$ cat config.mk
export PLATFORM = sky130hd
export DESIGN_NAME = echo_distance_filter_flat
export DESIGN_NICKNAME = d
export VERILOG_FILES = /design/src/rtl/core/edf_pkg.sv /design/src/rtl/core/edf_req_if.sv /design/src/rtl/core/edf_rsp_if.sv /design/src/rtl/core/echo_distance_filter.sv /design/src/rtl/core/edf_serial_mul.sv /design/src/rtl/core/edf_serial_div.sv /design/src/flat_wrapper.sv
export SDC_FILE = /design/constraint.sdc
export NUM_CORES = 1
export LEC_CHECK = 0
export BUFFER_PORTS_ARGS = -buffer_cell sky130_fd_sc_hd__buf_2
export CAP_MARGIN = 20
export CORE_ASPECT_RATIO = 0.75
export CORE_MARGIN = 8
export CORE_UTILIZATION = 60
export CTS_CLUSTER_DIAMETER = 50
export DETAILED_ROUTE_END_ITERATION = 7
export MAX_ROUTING_LAYER = met4
export PLACE_DENSITY = 0.77
export SLEW_MARGIN = 5
export SYNTH_ARGS = -nofsm -noshare
export SYNTH_HDL_FRONTEND = slang
export SYNTH_SLANG_ARGS = --single-unit
$ cat constraint.sdc
create_clock -name clock -period 5.2 [get_ports clock]
set_clock_uncertainty 0.2 [all_clocks]
set_input_delay 0.52 -clock clock [delete_from_list [all_inputs] [get_ports clock]]
set_output_delay 0.52 -clock clock [all_outputs]
set_load 0.05 [all_outputs]
$ cat src/rtl/core/edf_pkg.sv
// echo distance filter package: constants, widths and shared types
// no dependencies
package edf_pkg;

   localparam int DIST_W      = 14;
   localparam int ECHO_W      = 15;
   localparam int CSR_IDX_W   = 1;
   localparam int CSR_DATA_W  = 14;
   localparam int RING_DEPTH_DEF = 5;

   localparam logic [13:0] SPEED_MUL    = 14'd8993;
   localparam int          SPEED_SHIFT  = 15;
   localparam logic [13:0] THRESH_RESET = 14'd320;
   localparam logic [13:0] MAXD_RESET   = 14'd6400;
   localparam int          VAR_LIMIT    = 6400;

   localparam logic [CSR_IDX_W-1:0] CSR_THRESHOLD = 1'd0;
   localparam logic [CSR_IDX_W-1:0] CSR_MAX_DIST  = 1'd1;

   typedef struct packed {
      logic [DIST_W-1:0] filtered_distance;
      logic              obstacle_seen;
      logic              readings_stable;
      logic              reading_accepted;
   } rsp_type;

   typedef struct packed {
      logic [ECHO_W-1:0] echo_duration;
      logic              clear_filter;
   } req_type;

endpackage

$ cat src/rtl/core/edf_req_if.sv
// request channel interface, valid/ready with one echo transaction
// depends on edf_pkg
interface edf_req_if;
   import edf_pkg::*;
   logic    valid;
   logic    ready;
   req_type data;
   modport source (output valid, output data, input ready);
   modport sink (input valid, input data, output ready);
endinterface

$ cat src/rtl/core/edf_rsp_if.sv
// response channel interface, valid/ready with one filter result transaction
// depends on edf_pkg
interface edf_rsp_if;
   import edf_pkg::*;
   logic    valid;
   logic    ready;
   rsp_type data;
   modport source (output valid, output data, input ready);
   modport sink (input valid, input data, output ready);
endinterface

$ cat src/rtl/core/echo_distance_filter.sv
// echo distance filter: an accepted reading passes through the bit-serial multiplier (conversion,
// then a scan that squares each of the D = RING_DEPTH ring slots, then the ring sum squared) and
// then the serial divider for the mean before the response; a rejected reading goes straight
// from conversion to the response
// one transaction in flight; next request taken the cycle after the response is taken
// synchronous active-high reset empties the ring and held values, registers to defaults
// depends on edf_pkg, edf_req_if, edf_rsp_if, edf_serial_mul, edf_serial_div
module echo_distance_filter #(
   parameter int RING_DEPTH = edf_pkg::RING_DEPTH_DEF
) (
   input  logic                            clock,
   input  logic                            reset,
   edf_req_if.sink                         req,
   edf_rsp_if.source                       rsp,
   input  logic                            csr_we,
   input  logic [edf_pkg::CSR_IDX_W-1:0]   csr_idx,
   input  logic [edf_pkg::CSR_DATA_W-1:0]  csr_wdata
);
   import edf_pkg::*;

   localparam int SLOT_W = $clog2(RING_DEPTH);
   localparam int CNT_W  = $clog2(RING_DEPTH + 1);
   localparam int SUM_W  = DIST_W + CNT_W;
   localparam int SQ_W   = 2 * DIST_W;
   localparam int SQS_W  = SQ_W + CNT_W;
   localparam int SS_W   = 2 * SUM_W;
   localparam int LHS_W  = SQS_W + CNT_W;
   localparam int CMP_W  = (LHS_W > SS_W) ? LHS_W + 1 : SS_W + 1;
   localparam int MUL_W  = (SUM_W > ECHO_W) ? SUM_W : ECHO_W;
   localparam int PROD_W = 2 * MUL_W;
   localparam int LIMIT  = RING_DEPTH * RING_DEPTH * VAR_LIMIT;

   localparam logic [2:0] ST_IDLE = 3'd0;
   localparam logic [2:0] ST_CONV = 3'd1;
   localparam logic [2:0] ST_SCAN = 3'd2;
   localparam logic [2:0] ST_SQR  = 3'd3;
   localparam logic [2:0] ST_SS   = 3'd4;
   localparam logic [2:0] ST_DIV  = 3'd5;
   localparam logic [2:0] ST_OUT  = 3'd6;

   logic [2:0]          state_ff, state_in;
   logic [DIST_W-1:0]   ring_ff [RING_DEPTH];
   logic [SLOT_W-1:0]   slot_ff, slot_in;
   logic [SLOT_W-1:0]   idx_ff, idx_in;
   logic [DIST_W-1:0]   thresh_ff, maxd_ff;
   logic [DIST_W-1:0]   held_dist_ff, held_dist_in;
   logic                held_obs_ff, held_obs_in;
   logic                held_stab_ff, held_stab_in;
   logic                acc_ff, acc_in;
   logic [SUM_W-1:0]    sum_ff, sum_in;
   logic [CNT_W-1:0]    cnt_ff, cnt_in;
   logic [SQS_W-1:0]    sqs_ff, sqs_in;
   logic                rsp_valid_ff, rsp_valid_in;
   rsp_type             rsp_ff, rsp_in;

   logic                ring_we;
   logic [SLOT_W-1:0]   ring_wa;
   logic [DIST_W-1:0]   ring_wd;
   logic                ring_clr;

   logic                mul_start, mul_done;
   logic [MUL_W-1:0]    mul_a, mul_b;
   logic [PROD_W-1:0]   mul_p;
   logic                div_start, div_done;
   logic [SUM_W-1:0]    div_q;
   logic [ECHO_W+DIST_W-1:0] conv_p;
   logic [DIST_W:0]     conv_dist;
   logic [DIST_W-1:0]   cur;
   logic [LHS_W-1:0]    lhs;
   logic [CMP_W-1:0]    diff;
   logic                req_fire;

   assign req_fire  = req.valid && req.ready;
   assign req.ready = (state_ff == ST_IDLE) && !rsp_valid_ff;
   assign cur       = ring_ff[idx_ff];
   assign conv_p    = (ECHO_W+DIST_W)'(mul_p);
   assign conv_dist = (DIST_W+1)'(conv_p >> SPEED_SHIFT);
   assign lhs       = LHS_W'(sqs_ff * RING_DEPTH);
   assign diff      = CMP_W'(lhs) - CMP_W'(mul_p);

   always_comb begin
      state_in     = state_ff;
      slot_in      = slot_ff;
      idx_in       = idx_ff;
      held_dist_in = held_dist_ff;
      held_obs_in  = held_obs_ff;
      held_stab_in = held_stab_ff;
      acc_in       = acc_ff;
      sum_in       = sum_ff;
      cnt_in       = cnt_ff;
      sqs_in       = sqs_ff;
      rsp_valid_in = rsp_valid_ff;
      rsp_in       = rsp_ff;
      ring_we      = 1'b0;
      ring_wa      = slot_ff;
      ring_wd      = conv_dist[DIST_W-1:0];
      ring_clr     = 1'b0;
      mul_start    = 1'b0;
      mul_a        = '0;
      mul_b        = '0;
      div_start    = 1'b0;
      if (rsp_valid_ff && rsp.ready) rsp_valid_in = 1'b0;
      unique case (state_ff)
         ST_IDLE: begin
            if (req_fire) begin
               if (req.data.clear_filter) begin
                  ring_clr     = 1'b1;
                  slot_in      = '0;
                  held_stab_in = 1'b0;
               end
               mul_start = 1'b1;
               mul_a     = MUL_W'(req.data.echo_duration);
               mul_b     = MUL_W'(SPEED_MUL);
               state_in  = ST_CONV;
            end
         end
         ST_CONV: begin
            if (mul_done) begin
               if (conv_dist != '0 && conv_dist <= {1'b0, maxd_ff}) begin
                  ring_we  = 1'b1;
                  slot_in  = (slot_ff == SLOT_W'(RING_DEPTH - 1)) ? '0 : slot_ff + 1'b1;
                  acc_in   = 1'b1;
                  idx_in   = '0;
                  sum_in   = '0;
                  cnt_in   = '0;
                  sqs_in   = '0;
                  state_in = ST_SCAN;
               end else begin
                  acc_in   = 1'b0;
                  state_in = ST_OUT;
               end
            end
         end
         ST_SCAN: begin
            sum_in = sum_ff + SUM_W'(cur);
            if (cur != '0) cnt_in = cnt_ff + 1'b1;
            mul_start   = 1'b1;
            mul_a       = MUL_W'(cur);
            mul_b       = MUL_W'(cur);
            state_in    = ST_SQR;
         end
         ST_SQR: begin
            if (mul_done) begin
               sqs_in = sqs_ff + SQS_W'(mul_p);
               if (idx_ff == SLOT_W'(RING_DEPTH - 1)) begin
                  mul_start = 1'b1;
                  mul_a     = MUL_W'(sum_ff);
                  mul_b     = MUL_W'(sum_ff);
                  state_in  = ST_SS;
               end else begin
                  idx_in   = idx_ff + 1'b1;
                  state_in = ST_SCAN;
               end
            end
         end
         ST_SS: begin
            if (mul_done) begin
               held_stab_in = (ring_ff[0] != '0) &&
                  (diff[CMP_W-1] || (diff < CMP_W'(LIMIT)));
               div_start = 1'b1;
               state_in  = ST_DIV;
            end
         end
         ST_DIV: begin
            if (div_done) begin
               held_dist_in = (cnt_ff == '0) ? '0 : DIST_W'(div_q);
               held_obs_in  = (held_dist_in != '0) && (held_dist_in < thresh_ff);
               state_in     = ST_OUT;
            end
         end
         ST_OUT: begin
            rsp_in.filtered_distance = held_dist_ff;
            rsp_in.obstacle_seen     = held_obs_ff;
            rsp_in.readings_stable   = held_stab_ff;
            rsp_in.reading_accepted  = acc_ff;
            rsp_valid_in             = 1'b1;
            state_in                 = ST_IDLE;
         end
         default: state_in = ST_IDLE;
      endcase
   end

   edf_serial_mul #(.A_W(MUL_W), .B_W(MUL_W), .P_W(PROD_W)) u_mul (
      .clock (clock), .reset (reset), .start (mul_start),
      .a (mul_a), .b (mul_b), .done (mul_done), .prod (mul_p)
   );

   edf_serial_div #(.N_W(SUM_W), .D_W(CNT_W)) u_div (
      .clock (clock), .reset (reset), .start (div_start),
      .num (sum_ff), .den ((cnt_ff == '0) ? CNT_W'(1) : cnt_ff),
      .done (div_done), .quo (div_q)
   );

   always_ff @(posedge clock) begin
      rsp_ff <= rsp_in;
      sum_ff <= sum_in;
      cnt_ff <= cnt_in;
      sqs_ff <= sqs_in;
      idx_ff <= idx_in;
      acc_ff <= acc_in;
      if (reset) begin
         state_ff     <= ST_IDLE;
         slot_ff      <= '0;
         held_dist_ff <= '0;
         held_obs_ff  <= 1'b0;
         held_stab_ff <= 1'b0;
         rsp_valid_ff <= 1'b0;
         thresh_ff    <= THRESH_RESET;
         maxd_ff      <= MAXD_RESET;
         for (int i = 0; i < RING_DEPTH; i++) ring_ff[i] <= '0;
      end else begin
         state_ff     <= state_in;
         slot_ff      <= slot_in;
         held_dist_ff <= held_dist_in;
         held_obs_ff  <= held_obs_in;
         held_stab_ff <= held_stab_in;
         rsp_valid_ff <= rsp_valid_in;
         if (csr_we) begin
            unique case (csr_idx)
               CSR_THRESHOLD: thresh_ff <= csr_wdata;
               CSR_MAX_DIST:  maxd_ff   <= csr_wdata;
               default: ;
            endcase
         end
         if (ring_clr) begin
            for (int i = 0; i < RING_DEPTH; i++) ring_ff[i] <= '0;
         end else if (ring_we) begin
            ring_ff[ring_wa] <= ring_wd;
         end
      end
   end

   assign rsp.valid = rsp_valid_ff;
   assign rsp.data  = rsp_ff;

   a_ready_idle: assert property (@(posedge clock) disable iff (reset)
      req.ready |-> (state_ff == ST_IDLE)) else $error("ready outside idle");
   a_one_flight: assert property (@(posedge clock) disable iff (reset)
      req_fire |=> !req.ready) else $error("second transaction taken while busy");
   a_obs_dist: assert property (@(posedge clock) disable iff (reset)
      held_obs_ff |-> (held_dist_ff != '0)) else $error("obstacle with zero distance");
   a_slot_range: assert property (@(posedge clock) disable iff (reset)
      slot_ff <= SLOT_W'(RING_DEPTH - 1)) else $error("write slot out of range");
endmodule

$ cat src/rtl/core/edf_serial_mul.sv
// bit-serial unsigned shift-and-add multiplier, one multiplier bit per cycle
// depends on nothing; used by the echo distance filter top level
module edf_serial_mul #(
   parameter int A_W = 15,
   parameter int B_W = 15,
   parameter int P_W = 30
) (
   input  logic           clock,
   input  logic           reset,
   input  logic           start,
   input  logic [A_W-1:0] a,
   input  logic [B_W-1:0] b,
   output logic           done,
   output logic [P_W-1:0] prod
);
   localparam int CNT_W = $clog2(B_W + 1);

   logic [P_W-1:0]   acc_ff, acc_in;
   logic [P_W-1:0]   mcand_ff, mcand_in;
   logic [B_W-1:0]   mplier_ff, mplier_in;
   logic [CNT_W-1:0] cnt_ff, cnt_in;
   logic             busy_ff, busy_in;
   logic             done_ff, done_in;

   always_comb begin
      acc_in    = acc_ff;
      mcand_in  = mcand_ff;
      mplier_in = mplier_ff;
      cnt_in    = cnt_ff;
      busy_in   = busy_ff;
      done_in   = 1'b0;
      if (start) begin
         acc_in    = '0;
         mcand_in  = P_W'(a);
         mplier_in = b;
         cnt_in    = '0;
         busy_in   = 1'b1;
      end else if (busy_ff) begin
         if (mplier_ff[0]) acc_in = acc_ff + mcand_ff;
         mcand_in  = mcand_ff << 1;
         mplier_in = mplier_ff >> 1;
         cnt_in    = cnt_ff + 1'b1;
         if (cnt_ff == CNT_W'(B_W - 1)) begin
            busy_in = 1'b0;
            done_in = 1'b1;
         end
      end
   end

   always_ff @(posedge clock) begin
      acc_ff    <= acc_in;
      mcand_ff  <= mcand_in;
      mplier_ff <= mplier_in;
      cnt_ff    <= cnt_in;
      if (reset) begin
         busy_ff <= 1'b0;
         done_ff <= 1'b0;
      end else begin
         busy_ff <= busy_in;
         done_ff <= done_in;
      end
   end

   assign done = done_ff;
   assign prod = acc_ff;
endmodule

$ cat src/rtl/core/edf_serial_div.sv
// restoring serial divider, one quotient bit per cycle
// depends on nothing; used by the echo distance filter top level
module edf_serial_div #(
   parameter int N_W = 18,
   parameter int D_W = 5
) (
   input  logic           clock,
   input  logic           reset,
   input  logic           start,
   input  logic [N_W-1:0] num,
   input  logic [D_W-1:0] den,
   output logic           done,
   output logic [N_W-1:0] quo
);
   localparam int CNT_W = $clog2(N_W + 1);

   logic [N_W-1:0]   q_ff, q_in;
   logic [D_W:0]     r_ff, r_in;
   logic [D_W-1:0]   d_ff, d_in;
   logic [CNT_W-1:0] cnt_ff, cnt_in;
   logic             busy_ff, busy_in;
   logic             done_ff, done_in;
   logic [D_W:0]     trial;

   always_comb begin
      q_in    = q_ff;
      r_in    = r_ff;
      d_in    = d_ff;
      cnt_in  = cnt_ff;
      busy_in = busy_ff;
      done_in = 1'b0;
      trial   = {r_ff[D_W-1:0], q_ff[N_W-1]};
      if (start) begin
         q_in    = num;
         r_in    = '0;
         d_in    = den;
         cnt_in  = '0;
         busy_in = 1'b1;
      end else if (busy_ff) begin
         if (trial >= {1'b0, d_ff}) begin
            r_in = trial - {1'b0, d_ff};
            q_in = {q_ff[N_W-2:0], 1'b1};
         end else begin
            r_in = trial;
            q_in = {q_ff[N_W-2:0], 1'b0};
         end
         cnt_in = cnt_ff + 1'b1;
         if (cnt_ff == CNT_W'(N_W - 1)) begin
            busy_in = 1'b0;
            done_in = 1'b1;
         end
      end
   end

   always_ff @(posedge clock) begin
      q_ff   <= q_in;
      r_ff   <= r_in;
      d_ff   <= d_in;
      cnt_ff <= cnt_in;
      if (reset) begin
         busy_ff <= 1'b0;
         done_ff <= 1'b0;
      end else begin
         busy_ff <= busy_in;
         done_ff <= done_in;
      end
   end

   assign done = done_ff;
   assign quo  = q_ff;
endmodule

$ cat src/flat_wrapper.sv
// flat-port wrapper written by rule: the top's interface ports become plain ports
module echo_distance_filter_flat import edf_pkg::*;
#(
   parameter int RING_DEPTH = edf_pkg::RING_DEPTH_DEF
)
  (clock, reset, csr_we, csr_idx, csr_wdata, req_valid, req_data, req_ready, rsp_valid, rsp_data, rsp_ready);
  edf_req_if req_i ();
  edf_rsp_if rsp_i ();
  input  logic clock;
  input  logic reset;
  input  logic csr_we;
  input  logic [edf_pkg::CSR_IDX_W-1:0] csr_idx;
  input  logic [edf_pkg::CSR_DATA_W-1:0] csr_wdata;
  input wire logic [$bits(req_i.valid)-1:0] req_valid;
  input wire logic [$bits(req_i.data)-1:0] req_data;
  output wire logic [$bits(req_i.ready)-1:0] req_ready;
  output wire logic [$bits(rsp_i.valid)-1:0] rsp_valid;
  output wire logic [$bits(rsp_i.data)-1:0] rsp_data;
  input wire logic [$bits(rsp_i.ready)-1:0] rsp_ready;
  assign req_i.valid = req_valid;
  assign req_i.data = req_data;
  assign req_ready = req_i.ready;
  assign rsp_valid = rsp_i.valid;
  assign rsp_data = rsp_i.data;
  assign rsp_i.ready = rsp_ready;
  echo_distance_filter #(.RING_DEPTH(RING_DEPTH)) u_core (.clock(clock), .reset(reset), .req(req_i), .rsp(rsp_i), .csr_we(csr_we), .csr_idx(csr_idx), .csr_wdata(csr_wdata));
endmodule
==> impl_metrics.py, run 1 <==
metrics = {
    "grt": {
        "grt_max_degree": 57,
        "grt_pass1_wl_um": 91780,
        "grt_pass1_vias": 16238,
        "grt_overflow": 0,
        "grt_antenna_before_repair": 2,
        "grt_use_total_pct": 27.76,
    },
    "logic_synthesis": {
        "yosysTopAreaCellShare_pct": 32.80,
        "synth_top_area_cell": "edfxtp_1",
        "syn_nets": 2401,
        "syn_avg_cell_area_um2": 10.14,
        "synthTopCellsByCount": "edfxtp_1, inv_1, nand2_1",
        "synth_edf_count": 238,
        "postSynthCellCount": 2148,
        "synth_area_um2": 21790,
        "ys_types": 83,
        "seq_area_frac_synth_pct": 44.01,
        "synth_warnings": 0,
        "synth-seq-cells": 360,
        "postSynth.asyncResetShare_pct": 0,
        "yosysMostFrequentCell": "edfxtp_1",
        "synth_area_leaders": "edfxtp_1, dfxtp_1, ha_1, inv_1, a21oi_1",
        "synthFlopType": "edfxtp_1",
    },
    "min_path": {
        "worstHoldPathCells": 3,
        "hp-start": "csr_wdata[3]",
        "hold_path.class": "primary input to register",
    },
    "critical_path": {
        "ff2ff_path_depth": 16,
        "critPathMaxFanout": 9,
        "worstSetupStartpoint": "u_core.u_mul.prod[15]",
        "required_ns": 5.42,
        "end_kind": "register",
        "cp-start-kind": "register",
        "critPathKind": "register to register",
        "cp.arrival_ns": 4.97,
        "reg2reg_from": "u_core.u_mul.prod[15]",
    },
    "placed_design": {
        "hpwl_um": 44020,
        "port_buffers": 54,
        "dp_slack_ns": 0.5151,
        "routabilityCongestion": 0.9448,
    },
    "outcome": {
        "status": "finished clean",
    },
    "floorplan": {
        "design.portCount": 55,
        "die_x_um": 236.1,
        "start_util_pct": 60.85,
        "coreArea_um2": 35810,
        "row_count": 60,
        "die_h_um": 181.0,
        "dieArea_um2": 42740,
    },
    "sta": {
        "period_needed_ns": 4.745,
        "fin_setup_tns_ns": 0,
        "rsz0062_at_grt": "no",
        "setup_ws_ns": 0.4554,
        "fin_crit_sh_pct": 91.24,
        "worstMarginPinSlew_ns": 0.9757,
        "max-slew-margin-rel_pct": 34.26,
        "finalMaxSlewViolations": 0,
        "setup_viol": 0,
        "fmax_mhz": 210.8,
        "final_hold_viol_count": 0,
    },
    "route": {
        "antenna_left": 0,
        "finalWirelength_um": 58850,
        "post_drt_wl_per_cell_um": 21.70,
        "drt-initial-drc-count": 1853,
        "dr.pass1.iters": 5,
        "routed_via_density": 6.187,
        "vias": 16779,
        "drt_drc_violations_left": 0,
    },
    "final_layout": {
        "synthToLayoutAreaGrowth_pct": 10.79,
        "postLayoutCoreUtil_pct": 67.42,
        "nets": 2467,
        "drive_gt1_share_pct": 11.58,
    },
    "power": {
        "peakVddDrop_uv": 361.2,
        "power.density_nw_per_um2": 470.0,
        "total_leakage_power_nw": 10.19,
    },
    "cts": {
        "cts_tree": "built",
        "h-tree-depth": 2,
        "clock-sinks": 360,
        "holdBufCountCts": 1,
        "cts_buffers": 40,
        "path_clk_slew_ns": 0.06,
        "cts_setup_buffers": 0,
        "clock_path_buffers": 3,
        "cts_resized": 0,
        "clk-insertion-delay-late_ns": 0.55,
        "root_buffer": "clkbuf_16",
    },
    "run": {
        "max-cap-violations": 0,
    },
}
## layout make-up
cell class,instances,area [um2]
repair buffers,109,685.7
flip-flops and latches,360,9590
clock inverters,18,220.2
diodes,1,2.502
clock buffers,56,1155
inverters,234,878.3
fillers,2749,11670
multi-input cells,1469,11030
well taps,465,581.8
## kinds of logic after synthesis
group	synth area share, %
and+or+nand+nor	14.25
adders and majority gates	13.60
AOI/OAI and AO/OA	13.26
buffers and inverters	5.512
muxes	5.839
xor gates and xnor gates	3.537
DFF	44.01
## sequential cells by signal, indices dropped and copies added, names as in the netlist, 17 cells and up, named ones only
signal	cells
u_core.ring_ff	112
u_core.rsp.data	17
u_core.sqs_ff	31
u_core.sum_ff	17
u_core.u_div.quo	17
u_core.u_mul.mcand_ff	34
u_core.u_mul.mplier_ff	17
u_core.u_mul.prod	34
## worst max-delay path, stage by stage, from the launching register on
cell and delay [ns]:
dfxtp_1 0.51, inv_1 0.25, ha_1 0.34, inv_1 0.05, fa_1 0.51, inv_1 0.05, ha_1 0.37, nand2_1 0.07
o21ai_0 0.30, a41oi_1 0.09, nor2_1 0.18, nand2_1 0.18, o31ai_1 0.51, a21oi_1 0.15, mux2i_1 0.14, or4_1 0.52
o41ai_2 0.21
## per-stage QoR
step | std cells | hold WS (ns) | area [um2] | power (mW)
3_5_place_dp | 2634 | 0.2167 | 22740 | 8.305
2_1_floorplan | 2148 | 0.2003 | 21790 | 7.108
6_report | 2712 | 0.02906 | 24140 | 11.35
4_1_cts | 2709 | 0.01177 | 24130 | 11.30
5_1_grt | 2712 | 0.02524 | 24140 | 11.96
3_3_place_gp | 2634 | 0.2136 | 22740 | 8.153
## layer usage
metal	GRT usage [%]	vias to the layer above	part of all wire (%)
met5	-	-	0
met4	7.721	0	2.7
met3	5.869	117	9.9
met2	40.86	729	44
met1	38.63	8119	43
li1	-	7814	-
## power by group
group | leakage, nW | switching, mW | internal [mW]
Combinational | 6.24 | 2.77 | 1.75
Clock | 0.676 | 1.21 | 1.77
Sequential | 3.28 | 0.297 | 3.56
Total | 10.2 | 4.27 | 7.08
## placed cells by master, fill, tap and decap left out, types with 7 or more instances in the layout
cell type	netlist	final
dfxtp_1	122	121
a221o_1	14	14
a21o_1	49	49
and2_1	52	52
mux4_2	28	28
nor2b_1	14	14
ha_1	184	184
edfxtp_1	238	238
xnor2_1	42	42
o21a_1	14	14
nor3_1	26	24
o31ai_1	14	11
xor2_1	46	46
a21boi_0	8	8
inv_1	234	234
fa_1	33	33
and3_1	22	22
nand3_1	30	30
buf_4	0	54
nand2b_1	21	21
clkbuf_1	72	10
a21oi_1	158	158
o21ai_0	63	63
nor2_1	150	149
o211ai_1	8	8
clkbuf_16	0	43
o21bai_1	7	7
mux2_2	25	25
mux2i_1	36	36
nand2_1	201	201
buf_2	3	54
nand4_1	19	19
a22o_1	8	8
a31oi_1	17	17
nand3b_1	10	10
nor4_1	54	54
a211oi_1	15	15
a211o_1	8	8
## worst paths after layout
kind / endpoint / slack (ns)
worst max-delay path: u_core.held_stab_ff / 0.46
worst min-delay path: u_core.maxd_ff[3] / 0.03
worst max register to register: u_core.held_stab_ff / 0.46
worst min register to register: u_core.rsp.data[8] / 0.23
Note: power is estimated with default switching activity, not from simulation.
==> run 2, diff against run 1 <==
- CORE_UTILIZATION: 60 -> 45
- PLACE_DENSITY: 0.77 -> not set
- PLACE_DENSITY_LB_ADDON: not set -> 0.1
==> run 2 against run 1 <==
Final cell count rose by 7.7%. Sequential power is essentially flat. Hold slack about the same. Sequential share of layout area decreased by 0.77 points. Via count decreased by 2.2%. Count of clock-buffer cells in the layout shrank 1. Critical path type unchanged. Largest power group unchanged. Highest routed layer unchanged.
==> impl_metrics.py, run 2 (same netlist as run 1, synthesis figures left out) <==
metrics = {
    "outcome": {
        "status": "finished clean",
    },
    "cts": {
        "clk-insertion-delay-late_ns": 0.60,
        "cts_tree": "built",
        "path_clk_slew_ns": 0.06,
        "cts_resized": 0,
        "cts_buffers": 44,
        "clock-sinks": 360,
        "clock_path_buffers": 3,
        "h-tree-depth": 2,
        "root_buffer": "clkbuf_16",
    },
    "power": {
        "total_leakage_power_nw": 10.30,
        "p_total_mw": 11.44,
        "p_switching_mw": 4.361,
        "pwr-share-clk_pct": 26.9,
        "p_comb_share_pct": 39.3,
        "intPower_mw": 7.081,
        "peakVddDrop_uv": 297.9,
        "netSwitchingFraction_pct": 38.11,
        "seq_power_share_pct": 33.8,
        "power.density_nw_per_um2": 464.7,
    },
    "critical_path": {
        "critPathKind": "register to register",
        "critPathMaxFanout": 16,
        "end_kind": "register",
        "critPathMaxStageDelay_ns": 0.61,
        "crit_path_cell_trace": "buf_4 > mux4_2 > mux2i_1 > inv_1 > ha_1 > o21ai_0 > a21boi_0 > o21a_1 > o21ai_0 > a21oi_1 > nor3b_1 > o31ai_1 > and4_1 > nor3_1",
        "reg2reg_slack_ns": 0.72,
        "required_ns": 5.33,
        "cp-start-kind": "register",
        "slowest_stage": "dfxtp_2",
        "cp.arrival_ns": 4.61,
        "cp_common_cell": "o21ai_0",
    },
    "route": {
        "vias": 16412,
        "drt-initial-drc-count": 1558,
        "dr.pass1.iters": 7,
        "finalWirelength_um": 60840,
        "post_drt_wl_per_cell_um": 20.84,
        "routed_via_density": 5.621,
        "antenna_left": 0,
        "drt_drc_violations_left": 0,
    },
    "sta": {
        "fin_setup_tns_ns": 0,
        "fin_crit_sh_pct": 86.09,
        "fmax_mhz": 223.4,
        "final_hold_viol_count": 0,
        "period_needed_ns": 4.476,
        "finalMaxSlewViolations": 0,
        "max-slew-margin-rel_pct": 30.01,
        "rsz0062_at_grt": "no",
        "setup_viol": 0,
        "worstMarginPinSlew_ns": 1.036,
    },
    "run": {
        "max-cap-violations": 0,
    },
    "placed_design": {
        "port_buffers": 54,
        "routabilityCongestion": 0.9060,
        "place_inst": 2819,
        "hpwl_um": 46200,
    },
    "floorplan": {
        "coreArea_um2": 48260,
        "design.portCount": 55,
        "die_h_um": 206.6,
        "row_count": 70,
        "dieArea_um2": 55790,
        "start_util_pct": 45.15,
        "die_x_um": 270.1,
    },
    "final_layout": {
        "nets": 2487,
        "synthToLayoutAreaGrowth_pct": 12.99,
        "fin_cells": 2920,
        "multi_input_comb_area_um2": 11030,
        "mostFrequentLayoutCells": "edfxtp_1, inv_1, nand2_1",
        "postLayoutCoreUtil_pct": 51.02,
        "final_common_cell": "edfxtp_1",
        "drive_gt1_share_pct": 11.94,
        "n_fill_cell": 4399,
        "regMostFlops": "u_core.ring_ff",
        "ff_latch_area_um2": 9590,
        "largest_reg_flops": 112,
    },
    "grt": {
        "grt_use_total_pct": 22.12,
        "grt_antenna_before_repair": 5,
        "grt_pass1_vias": 15683,
        "grt_max_degree": 57,
        "grt_pass1_wl_um": 93690,
        "grt_overflow": 0,
    },
    "min_path": {
        "hold_path.class": "primary input to register",
    },
}
[run 2: worst max-delay path, delay by kind of cell (launching register included)]
family / cells / cell delay (ns)
adder cells (fa/ha/maj): 1 / 0.30
multiplexers: 2 / 0.88
flip-flops: 1 / 0.61
AND/OR/NAND/NOR: 3 / 0.39
AO/OA/AOI/OAI: 6 / 1.33
buffers and inverters: 2 / 0.49
[run 2: final cells by class]
class	instances	area share [%]
diodes	2	0.02033
clock buffers	55	4.883
clock inverters	27	1.047
inverters	234	3.567
multi-input cells	1469	44.80
flip-flops and latches	360	38.95
well taps	648	3.293
repair buffers	125	3.435
[run 2: metrics by stage]
step | hold WS (ns) | setup slack [ns] | area (um2)
finish | 0.02928 | 0.7235 | 24620
global route | 0.04411 | 0.2920 | 24620
CTS | 0.01120 | 0.7047 | 24600
detailed placement | 0.2146 | 0.7372 | 22990
global placement | 0.2145 | 0.7805 | 22990
floorplan | 0.2003 | 0.7932 | 21790
[run 2: power by group through the flow]
stage	registers (mW)	logic, mW	clock network, mW
2_1_floorplan	3.79	3.32	0
3_3_place_gp	3.93	4.37	0
3_5_place_dp	3.93	4.42	0
4_1_cts	3.87	4.47	3.14
5_1_grt	3.90	5.01	3.27
6_report	3.87	4.49	3.08
[run 2: layer usage]
layer	GRT usage (%)	part of all wire [%]
met1	33.73	51
met3	4.075	6.5
met2	29.95	40
met5	-	0
met4	5.048	2.0
[run 2: worst paths after layout]
check                           from            endpoint  cells past startpoint
setup / recovery            register   u_core.sum_ff[16]                     14
hold / removal             rsp_ready    u_core.rsp.valid                      4
setup reg to reg            register   u_core.sum_ff[16]                     14
hold reg to reg   u_core.held_obs_ff  u_core.rsp.data[2]                      0
[run 2: what timing repair did]
item,CTS,global route
buffers inserted,0,0
hold buffers,15,0
endpoints found under the hold margin,29,0
